[src/sv/cafvg_pkg.sv]
// ----------------------------------------------------------------------------
// cafvg_pkg
// Shared types and constants of the class aware frequent value grouper.
// ----------------------------------------------------------------------------
`default_nettype none
package cafvg_pkg;

  localparam int MAX_ROWS_DEF    = 64;
  localparam int NUM_CLASSES_DEF = 4;

  localparam int COL_W   = 16;
  localparam int VAL_W   = 32;
  localparam int LAB_W   = 2;
  localparam int SUP_W   = 7;
  localparam int ROW_W   = 6;
  localparam int NUM_W   = 16;
  localparam int CCNT_W  = 3;
  localparam int CFG_IDX_W = 3;
  localparam int CFG_W   = 7;

  localparam int IN_TDATA_W  = 56;
  localparam int OUT_BITS    = NUM_W + COL_W + VAL_W + SUP_W + SUP_W + ROW_W + 1;
  localparam int OUT_TDATA_W = 88;

  localparam logic [CFG_IDX_W-1:0] REG_MINSUP0 = 3'd0;
  localparam logic [CFG_IDX_W-1:0] REG_MINSUP1 = 3'd1;
  localparam logic [CFG_IDX_W-1:0] REG_MINSUP2 = 3'd2;
  localparam logic [CFG_IDX_W-1:0] REG_MINSUP3 = 3'd3;
  localparam logic [CFG_IDX_W-1:0] REG_CLASS_COUNT = 3'd4;
  localparam logic [CFG_IDX_W-1:0] REG_SMALLEST    = 3'd5;

  typedef enum logic [2:0] {
    ST_LOAD,
    ST_FIND,
    ST_COUNT,
    ST_EMIT,
    ST_FINISH
  } state_t;

endpackage
`default_nettype wire

[src/sv/cafvg_ram.sv]
// ----------------------------------------------------------------------------
// cafvg_ram
// Generic single write port, single read port RAM with registered read.
// ----------------------------------------------------------------------------
`default_nettype none
module cafvg_ram #(
  parameter int WIDTH = 8,
  parameter int DEPTH = 64
) (
  input  wire                      clk,
  input  wire                      we,
  input  wire  [$clog2(DEPTH)-1:0] waddr,
  input  wire  [WIDTH-1:0]         wdata,
  input  wire                      re,
  input  wire  [$clog2(DEPTH)-1:0] raddr,
  output logic [WIDTH-1:0]         rdata
);

  logic [WIDTH-1:0] mem [DEPTH];

  always_ff @(posedge clk) begin
    if (we) begin
      mem[waddr] <= wdata;
    end
    if (re) begin
      rdata <= mem[raddr];
    end
  end

endmodule
`default_nettype wire

[src/sv/class_aware_frequent_value_grouper.sv]
// ----------------------------------------------------------------------------
// class_aware_frequent_value_grouper
// Loads a column into a row RAM, then scans it per distinct value, counts
// class support and emits qualifying groups one row per item.
// ----------------------------------------------------------------------------
//  channel  | direction | carries
//  s_axis   | in        | one row of the column, tlast on the last row
//  m_axis   | out       | one item per emitted group row, tlast ends column
//  cfg      | in        | register write, index and data
//
//  Loading accepts every row that is offered; from the last row on, input is
//  held off until the column's final item is placed. Each distinct value costs
//  two passes over the row RAM (find next value, count classes), plus a third
//  pass for a group that is emitted; a pass makes one RAM read per cycle while
//  no output stall holds it. A last find pass and a closing state end the
//  column. Output stalls hold the emit pass and the close. Reset is synchronous
//  and clears control state only; the row RAM needs no clearing.
`default_nettype none
module class_aware_frequent_value_grouper #(
  parameter int MAX_ROWS    = cafvg_pkg::MAX_ROWS_DEF,
  parameter int NUM_CLASSES = cafvg_pkg::NUM_CLASSES_DEF
) (
  input  wire                                   clk,
  input  wire                                   rst,
  input  wire                                   s_axis_tvalid,
  output logic                                  s_axis_tready,
  // column_index, cell_value, is_missing, class_label, zero fill
  input  wire  [cafvg_pkg::IN_TDATA_W-1:0]      s_axis_tdata,
  input  wire                                   s_axis_tlast,
  output logic                                  m_axis_tvalid,
  input  wire                                   m_axis_tready,
  // item_number, item_column, item_value, group_support,
  // best_class_support, row_number, group_last, zero fill
  output logic [cafvg_pkg::OUT_TDATA_W-1:0]     m_axis_tdata,
  // has_item
  output logic                                  m_axis_tuser,
  output logic                                  m_axis_tlast,
  input  wire                                   cfg_wr_en,
  input  wire  [cafvg_pkg::CFG_IDX_W-1:0]       cfg_index,
  input  wire  [cafvg_pkg::CFG_W-1:0]           cfg_data
);
  import cafvg_pkg::*;

  localparam int RW = $clog2(MAX_ROWS);
  localparam int NW = $clog2(MAX_ROWS + 1);
  localparam int CW = (NW > SUP_W) ? NW : SUP_W;
  localparam int MW = VAL_W + LAB_W + 1;

  state_t state, state_next;

  logic [SUP_W-1:0]  minsup [4];
  logic [CCNT_W-1:0] class_count;
  logic [SUP_W-1:0]  smallest;

  logic [NW-1:0] rows_loaded, present_count;
  logic [NW-1:0] addr, p1, gs, emit_cnt;
  logic [NW-1:0] sup [4];
  logic          rd_v;
  logic [RW-1:0] rd_idx;
  logic          found, first;
  logic signed [VAL_W-1:0] cur, prev;
  logic [COL_W-1:0] col;
  logic [NUM_W-1:0] items_emitted;

  logic              pend_v, pend_user;
  logic [OUT_BITS-1:0] pend_data;
  logic              out_v, out_user, out_last;
  logic [OUT_BITS-1:0] out_data;

  logic [MW-1:0] rdata;
  logic          r_miss;
  logic [LAB_W-1:0] r_lab;
  logic signed [VAL_W-1:0] r_val;

  logic s_acc, wr_en, issue, consume, done, scan;
  logic match_find, match_grp, out_free, can_push, push, out_load;
  logic [CCNT_W-1:0] ncls;
  logic [CW-1:0] best;
  logic qualify, skip;
  logic [CW:0] start_sum;
  logic [NW+ROW_W-1:0] row_ext;
  logic [CW-1:0] gs_ext;
  logic [OUT_BITS-1:0] new_data;

  assign s_acc = s_axis_tvalid && s_axis_tready;
  assign wr_en = s_acc && (rows_loaded < NW'(MAX_ROWS));

  cafvg_ram #(.WIDTH(MW), .DEPTH(MAX_ROWS)) u_rows (
    .clk   (clk),
    .we    (wr_en),
    .waddr (rows_loaded[RW-1:0]),
    .wdata ({s_axis_tdata[48], s_axis_tdata[50:49], s_axis_tdata[47:16]}),
    .re    (issue),
    .raddr (addr[RW-1:0]),
    .rdata (rdata)
  );

  assign r_miss = rdata[MW-1];
  assign r_lab  = rdata[VAL_W +: LAB_W];
  assign r_val  = rdata[VAL_W-1:0];

  assign ncls = (class_count < CCNT_W'(NUM_CLASSES)) ? class_count : CCNT_W'(NUM_CLASSES);

  assign match_find = rd_v && !r_miss && (first || r_val > prev);
  assign match_grp  = rd_v && !r_miss && (r_val == cur);
  assign out_free   = !out_v || m_axis_tready;
  assign can_push   = !pend_v || out_free;
  assign done       = (addr == rows_loaded) && !rd_v;
  assign scan       = (state == ST_FIND) || (state == ST_COUNT) || (state == ST_EMIT);

  always_comb begin
    best = '0;
    for (int c = 0; c < 4; c++) begin
      if ((CCNT_W'(c) < ncls) && (sup[c] != '0) &&
          (CW'(sup[c]) >= CW'(minsup[c])) && (CW'(sup[c]) > best)) begin
        best = CW'(sup[c]);
      end
    end
  end

  assign qualify   = (best != '0) && (gs < rows_loaded);
  assign start_sum = (CW + 1)'(p1) + (CW + 1)'(smallest);
  assign skip      = !found || (start_sum > (CW + 1)'(present_count));
  assign row_ext   = (NW + ROW_W)'(rd_idx);
  assign gs_ext    = CW'(gs);
  assign new_data  = {((NW)'(emit_cnt + 1'b1) == gs), row_ext[ROW_W-1:0],
                      best[SUP_W-1:0], gs_ext[SUP_W-1:0], cur, col, items_emitted};

  // next state
  always_comb begin
    state_next = state;
    case (state)
      ST_LOAD: begin
        if (s_acc && s_axis_tlast) state_next = ST_FIND;
      end
      ST_FIND: begin
        if (done) state_next = skip ? ST_FINISH : ST_COUNT;
      end
      ST_COUNT: begin
        if (done) state_next = qualify ? ST_EMIT : ST_FIND;
      end
      ST_EMIT: begin
        if (done) state_next = ST_FIND;
      end
      ST_FINISH: begin
        if (out_free) state_next = ST_LOAD;
      end
      default: state_next = ST_LOAD;
    endcase
  end

  // outputs of the sequencer
  always_comb begin
    s_axis_tready = (state == ST_LOAD);
    consume = 1'b1;
    push    = 1'b0;
    if (state == ST_EMIT && match_grp) begin
      consume = can_push;
      push    = can_push;
    end
    issue = scan && (addr < rows_loaded) && (!rd_v || consume);
    out_load = ((state == ST_EMIT) && push && pend_v) ||
               ((state == ST_FINISH) && out_free);
  end

  always_ff @(posedge clk) begin
    if (rst) begin
      state         <= ST_LOAD;
      for (int c = 0; c < 4; c++) minsup[c] <= SUP_W'(1);
      class_count   <= CCNT_W'(4);
      smallest      <= SUP_W'(1);
      rows_loaded   <= '0;
      present_count <= '0;
      items_emitted <= '0;
      addr          <= '0;
      rd_v          <= 1'b0;
      p1            <= '0;
      first         <= 1'b1;
      found         <= 1'b0;
      pend_v        <= 1'b0;
      out_v         <= 1'b0;
    end else begin
      state <= state_next;
      if (cfg_wr_en) begin
        case (cfg_index)
          REG_MINSUP0:     minsup[0]   <= cfg_data;
          REG_MINSUP1:     minsup[1]   <= cfg_data;
          REG_MINSUP2:     minsup[2]   <= cfg_data;
          REG_MINSUP3:     minsup[3]   <= cfg_data;
          REG_CLASS_COUNT: class_count <= cfg_data[CCNT_W-1:0];
          REG_SMALLEST:    smallest    <= cfg_data;
          default: ;
        endcase
      end
      if (out_load) begin
        out_v <= 1'b1;
      end else if (m_axis_tready) begin
        out_v <= 1'b0;
      end

      if (issue) begin
        addr   <= addr + 1'b1;
        rd_idx <= addr[RW-1:0];
        rd_v   <= 1'b1;
      end else if (consume) begin
        rd_v <= 1'b0;
      end

      case (state)
        ST_LOAD: begin
          if (s_acc) begin
            col <= s_axis_tdata[15:0];
            if (wr_en) begin
              rows_loaded <= rows_loaded + 1'b1;
              if (!s_axis_tdata[48]) present_count <= present_count + 1'b1;
            end
          end
        end
        ST_FIND: begin
          if (match_find && (!found || r_val < cur)) begin
            cur   <= r_val;
            found <= 1'b1;
          end
          if (done) begin
            addr <= '0;
            gs   <= '0;
            for (int c = 0; c < 4; c++) sup[c] <= '0;
          end
        end
        ST_COUNT: begin
          if (match_grp) begin
            gs         <= gs + 1'b1;
            sup[r_lab] <= sup[r_lab] + 1'b1;
          end
          if (done) begin
            addr     <= '0;
            emit_cnt <= '0;
            if (!qualify) begin
              p1    <= p1 + gs;
              prev  <= cur;
              first <= 1'b0;
              found <= 1'b0;
            end
          end
        end
        ST_EMIT: begin
          if (push) begin
            pend_v    <= 1'b1;
            pend_user <= 1'b1;
            pend_data <= new_data;
            emit_cnt  <= emit_cnt + 1'b1;
            if (pend_v) begin
              out_data <= pend_data;
              out_user <= pend_user;
              out_last <= 1'b0;
            end
          end
          if (done) begin
            addr          <= '0;
            p1            <= p1 + gs;
            prev          <= cur;
            first         <= 1'b0;
            found         <= 1'b0;
            items_emitted <= items_emitted + 1'b1;
          end
        end
        ST_FINISH: begin
          if (out_free) begin
            out_last <= 1'b1;
            if (pend_v) begin
              out_data <= pend_data;
              out_user <= pend_user;
            end else begin
              out_data <= {{(OUT_BITS - NUM_W - COL_W){1'b0}}, col, items_emitted};
              out_user <= 1'b0;
            end
            pend_v        <= 1'b0;
            rows_loaded   <= '0;
            present_count <= '0;
            p1            <= '0;
            first         <= 1'b1;
            found         <= 1'b0;
            addr          <= '0;
          end
        end
        default: ;
      endcase
    end
  end

  assign m_axis_tvalid = out_v;
  assign m_axis_tdata  = {{(OUT_TDATA_W - OUT_BITS){1'b0}}, out_data};
  assign m_axis_tuser  = out_user;
  assign m_axis_tlast  = out_last;

endmodule
`default_nettype wire

[config.mk]
export PLATFORM = sky130hd
export DESIGN_NAME = class_aware_frequent_value_grouper
export DESIGN_NICKNAME = d
export VERILOG_FILES = /design/src/sv/cafvg_pkg.sv /design/src/sv/cafvg_ram.sv /design/src/sv/class_aware_frequent_value_grouper.sv
export SDC_FILE = /design/constraint.sdc
export NUM_CORES = 2
export LEC_CHECK = 0
export BUFFER_PORTS_ARGS = -buffer_cell sky130_fd_sc_hd__clkbuf_2
export CELL_PAD_IN_SITES_DETAIL_PLACEMENT = 1
export CELL_PAD_IN_SITES_GLOBAL_PLACEMENT = 1
export CORE_MARGIN = 1.5
export CORE_UTILIZATION = 38
export CTS_CLUSTER_SIZE = 8
export DETAILED_ROUTE_END_ITERATION = 10
export PLACE_DENSITY = 0.64
export REMOVE_ABC_BUFFERS = 1
export SLEW_MARGIN = 25
export SYNTH_ARGS = -nofsm -noshare
export SYNTH_HDL_FRONTEND = slang
export SYNTH_HIERARCHICAL = 1
export SYNTH_SLANG_ARGS = --single-unit
[constraint.sdc]
create_clock -name clk -period 10.6 [get_ports clk]
set_input_delay 1.59 -clock clk [delete_from_list [all_inputs] [get_ports clk]]
set_output_delay 1.59 -clock clk [all_outputs]
set_load 0.02 [all_outputs]
==> impl_metrics.xml <==
<?xml version="1.0" encoding="UTF-8"?>
<metrics>
  <group name="power">
    <metric name="power.density_cell_area" unit="nW/um^2">190.6</metric>
    <metric name="switching_share" unit="%">20.88</metric>
    <metric name="p_switching" unit="mW">4.825</metric>
    <metric name="power.share.clock" unit="%">45.9</metric>
    <metric name="comb_power_share" unit="%">3.6</metric>
    <metric name="p_leak" unit="nW">37.94</metric>
    <metric name="seq_pwr_share" unit="%">50.6</metric>
    <metric name="power.total" unit="mW">23.11</metric>
    <metric name="irDropWorstVdd" unit="mV">0.1384</metric>
    <metric name="cell_internal_pwr" unit="mW">18.28</metric>
  </group>
  <group name="floorplan">
    <metric name="initial_core_util" unit="%">38.31</metric>
    <metric name="io-pin-count" unit="">164</metric>
    <metric name="die_area" unit="sq um">280000</metric>
    <metric name="core-area" unit="sq um">274600</metric>
    <metric name="die_height" unit="um">529.2</metric>
    <metric name="std_cell_rows" unit="">192</metric>
    <metric name="die_w" unit="um">529.2</metric>
  </group>
  <group name="yosys">
    <metric name="synth.ff_latch_count" unit="">2665</metric>
    <metric name="mapped_cells" unit="">5329</metric>
    <metric name="synth_edf_count" unit="">2603</metric>
    <metric name="yosys_warnings" unit="">6</metric>
    <metric name="synth.top_cell.area_share" unit="%">74.30</metric>
    <metric name="yosys.area.top_type" unit="">edfxtp_1</metric>
    <metric name="synth_commonest_cells" unit="">2603 x edfxtp_1, 493 x mux4_2, 219 x nor2_1, 175 x mux2i_1</metric>
    <metric name="seq_area_frac_synth" unit="%">75.48</metric>
    <metric name="synthesis.area_per_instance" unit="sq um">19.74</metric>
    <metric name="synthDistinctLibCells" unit="">79</metric>
    <metric name="synthArstFlopShare" unit="%">0</metric>
    <metric name="yosys_most_used_dff" unit="">edfxtp_1</metric>
    <metric name="netlist_top_cells_area" unit="">edfxtp_1 74%, mux4_2 11%, ha_1 1.8%, mux2i_1 1.7%, dfxtp_1 1.2%</metric>
    <metric name="mappedNetlistArea" unit="sq um">105200</metric>
    <metric name="synth_most_common_cell" unit="">edfxtp_1</metric>
  </group>
  <group name="critical_path">
    <metric name="regToRegEndpoint" unit="">prev[9]$_DFFE_PP_</metric>
    <metric name="cpLargestDelayFamily" unit="">compound AO/OA/AOI/OAI gates</metric>
    <metric name="path_buf_inv" unit="">3</metric>
    <metric name="critPathRequiredTime" unit="ns">11.07</metric>
    <metric name="worstSetupStartpointType" unit="">flip-flop</metric>
    <metric name="crit_path_top_delay_cell" unit="">o221ai_2</metric>
    <metric name="timing_worst_setup_path_type" unit="">reg2reg</metric>
    <metric name="r2r_setup_slack" unit="ns">1.75</metric>
    <metric name="cp.arrival" unit="ns">9.32</metric>
    <metric name="end_kind" unit="">flip-flop</metric>
    <metric name="critical_path.most_common_cell" unit="">ha_1</metric>
    <metric name="cpPeakStageDelay" unit="ns">0.67</metric>
    <metric name="timing.reg2reg.worst_path_depth" unit="">31</metric>
    <metric name="rr_startpoint" unit="">sup[0][3]$_SDFFCE_PN0P_</metric>
    <metric name="timing.critical_path.fanout_max" unit="">32</metric>
  </group>
  <group name="route">
    <metric name="drt_pre_antenna_iters" unit="">5</metric>
    <metric name="antenna_violating_nets_post_route" unit="">0</metric>
    <metric name="wl" unit="um">287400</metric>
    <metric name="drt-vias-per-instance" unit="">5.727</metric>
    <metric name="drcViolationCount" unit="">0</metric>
    <metric name="drt_iter0_markers" unit="">5549</metric>
    <metric name="num_vias" unit="">54510</metric>
    <metric name="routed_wire_length_per_instance" unit="um">30.20</metric>
  </group>
  <group name="clock_network">
    <metric name="cts_tree" unit="">done</metric>
    <metric name="root_cell_of_the_clock_tree" unit="">clkbuf_16</metric>
    <metric name="post_cts.resized_instances" unit="">0</metric>
    <metric name="cts.hold.buffers_added" unit="">0</metric>
    <metric name="ctsLongestPathBuffers" unit="">4</metric>
    <metric name="post_cts_buffers" unit="">0</metric>
    <metric name="clock-sinks" unit="">2665</metric>
    <metric name="numCtsBuffers" unit="">376</metric>
    <metric name="cts_max_level" unit="">5</metric>
    <metric name="worst_setup_hold_path_clk_slew" unit="ns">0.05</metric>
    <metric name="clk_latency" unit="ns">0.91</metric>
  </group>
  <group name="sta">
    <metric name="max-slew-margin-rel" unit="%">18.52</metric>
    <metric name="final_period_minus_worst_setup_slack" unit="ns">8.849</metric>
    <metric name="finClkSkew" unit="ns">0.09616</metric>
    <metric name="slew_violations" unit="">0</metric>
    <metric name="rsz_0062_raised_after_global_routing" unit="">false</metric>
    <metric name="final_hold_viol_count" unit="">0</metric>
    <metric name="clock.fmax" unit="MHz">113.0</metric>
    <metric name="timing_worst_slew_pin_value" unit="ns">1.213</metric>
    <metric name="period_share" unit="%">83.49</metric>
    <metric name="fin_setup_tns" unit="ns">0</metric>
    <metric name="fin_hold_ws" unit="ns">0.4448</metric>
    <metric name="setup_viol" unit="">0</metric>
  </group>
  <group name="final_layout">
    <metric name="finalNetCount" unit="">5981</metric>
    <metric name="syn2layout_area_growth" unit="%">15.25</metric>
    <metric name="post_layout_nonfiller_instances" unit="">9519</metric>
    <metric name="fin_area" unit="sq um">121200</metric>
    <metric name="post_route_cells_drive_above_1_share" unit="%">24.35</metric>
    <metric name="final.fill_count" unit="">25580</metric>
  </group>
  <group name="min_path">
    <metric name="min_delay_worst_endpoint" unit="">pend_data[20]$_DFFE_PP_</metric>
    <metric name="timing.hold.worst.start" unit="">col[4]$_DFFE_PP_</metric>
    <metric name="hp-class" unit="">reg2reg</metric>
    <metric name="worst_hold_path.num_cells" unit="">0</metric>
  </group>
  <group name="global_route">
    <metric name="grt_start_max_net_pins" unit="">112</metric>
    <metric name="track_usage" unit="%">20.39</metric>
    <metric name="first_global_vias" unit="">57440</metric>
    <metric name="first_pass_grt_wire_length" unit="um">413300</metric>
    <metric name="antenna_found_initial" unit="">20</metric>
    <metric name="globalRouteOverflowTotal" unit="">0</metric>
  </group>
  <group name="place">
    <metric name="placement.cell_area" unit="sq um">111100</metric>
    <metric name="dpl.cell_count" unit="">9065</metric>
    <metric name="port_buffers" unit="">155</metric>
    <metric name="dp_hpwl" unit="um">161300</metric>
    <metric name="place_congestion" unit="">0.7951</metric>
  </group>
  <group name="run_status">
    <metric name="status" unit="">finished, final reports clean</metric>
  </group>
  <group name="flow_run">
    <metric name="drv.max_cap_violation_count" unit="">0</metric>
  </group>
</metrics>
-- worst reg2reg max path, delay by kind of cell, from the launching register on --
kind / cells / cell delay, ns
multiplexers: 1 / 0.36
AND/OR/NAND/NOR: 9 / 1.75
flip-flops: 1 / 0.51
adder cells (fa/ha/maj): 4 / 1.32
AO/OA/AOI/OAI: 14 / 3.77
buffers and inverters: 3 / 0.79
-- layout by cell type (no fill, tap or decap), drive strengths merged, types with 7 or more instances in the layout --
cell    instances
a211oi         30
a21o           33
a21oi          72
a221o          29
a22oi          55
a311o           8
a31oi           9
and2           81
and3           22
buf           156
clkbuf        578
clkinv         15
dfxtp          62
edfxtp       2603
ha            149
inv           143
mux2           97
mux2i         175
mux4          493
nand2         149
nand2b         28
nand3          91
nand3b          7
nand4          83
nor2          219
nor2b          38
nor3           25
nor4           13
o211a          11
o211ai         16
o21a           14
o21ai          41
o221ai         40
o22a            9
o22ai          87
or2            12
or3            10
xnor2          36
xor2           27
-- flip-flops by register name, indices dropped and copies added (netlist names), 16 cells and up --
register	count
minsup	28
sup	28
items_emitted	16
col	16
prev	32
out_data	85
u_rows/rdata	35
u_rows/mem	2240
cur	32
pend_data	85
-- worst max-delay path by stage --
stage,to,slack [ns],start,depth (start not counted)
finish,prev[9]$_DFFE_PP_,1.75,sup[0][3]$_SDFFCE_PN0P_,31
global route,prev[27]$_DFFE_PP_,1.06,sup[0][2]$_SDFFCE_PN0P_,31
CTS,prev[27]$_DFFE_PP_,1.82,sup[0][2]$_SDFFCE_PN0P_,31
detailed placement,prev[9]$_DFFE_PP_,1.83,sup[0][2]$_SDFFCE_PN0P_,31
global placement,prev[9]$_DFFE_PP_,2.15,sup[0][2]$_SDFFCE_PN0P_,31
floorplan,prev[0]$_DFFE_PP_,-19.42,addr[0]$_SDFF_PP0_,5
-- metrics by stage --
step / utilization [%] / worst slack (ns)
global placement: 40.46 / 2.153
global route: 44.15 / 1.064
CTS: 44.13 / 1.818
floorplan: - / -19.42
finish: 44.15 / 1.751
detailed placement: 40.47 / 1.834
-- metal layers --
layer / global-route usage (%) / vias to the layer above / part of all wire (%)
met5: 0 / - / 0.0066
met3: 3.487 / 436 / 7.5
li1: - / 22500 / -
met1: 28.69 / 29390 / 43
met4: 5.667 / 2 / 2.5
met2: 32.64 / 2183 / 47
-- cells by family (layout without fill, tap and decap cells) --
group,Yosys count,count (layout),synth area share [%]
flip-flops,2665,2665,75.48
AND/OR/NAND/NOR,795,795,3.761
multiplexers,765,765,13.27
AO/OA/AOI/OAI,494,494,3.415
buffers and inverters,395,892,1.739
adder cells (fa/ha/maj),151,151,1.810
XOR/XNOR,63,63,0.5245
other,1,8,0.003565
-- area by class of cell --
| type | count | area, sq um | area share [%] |
|---|---|---|---|
| Clock buffer | 426 | 9682 | 7.986 |
| Tap cell | 3686 | 4612 | 3.804 |
| Sequential cell | 2665 | 79420 | 65.51 |
| Multi-Input combinational cell | 2271 | 24570 | 20.27 |
| Clock inverter | 22 | 385.4 | 0.3179 |
| Antenna cell | 5 | 12.51 | 0.01032 |
| Inverter | 136 | 511.7 | 0.4221 |
| Timing Repair Buffer | 308 | 2042 | 1.684 |
-- power by group through the flow --
stage	sequential [mW]	combinational (mW)	clock (mW)
2_1_floorplan	11.9	0.659	0
3_3_place_gp	11.9	0.791	0
3_5_place_dp	11.9	0.817	0
4_1_cts	11.7	0.820	10.8
5_1_grt	11.7	0.882	11.1
6_report	11.7	0.820	10.6
Power figures use the tool's default switching activity.
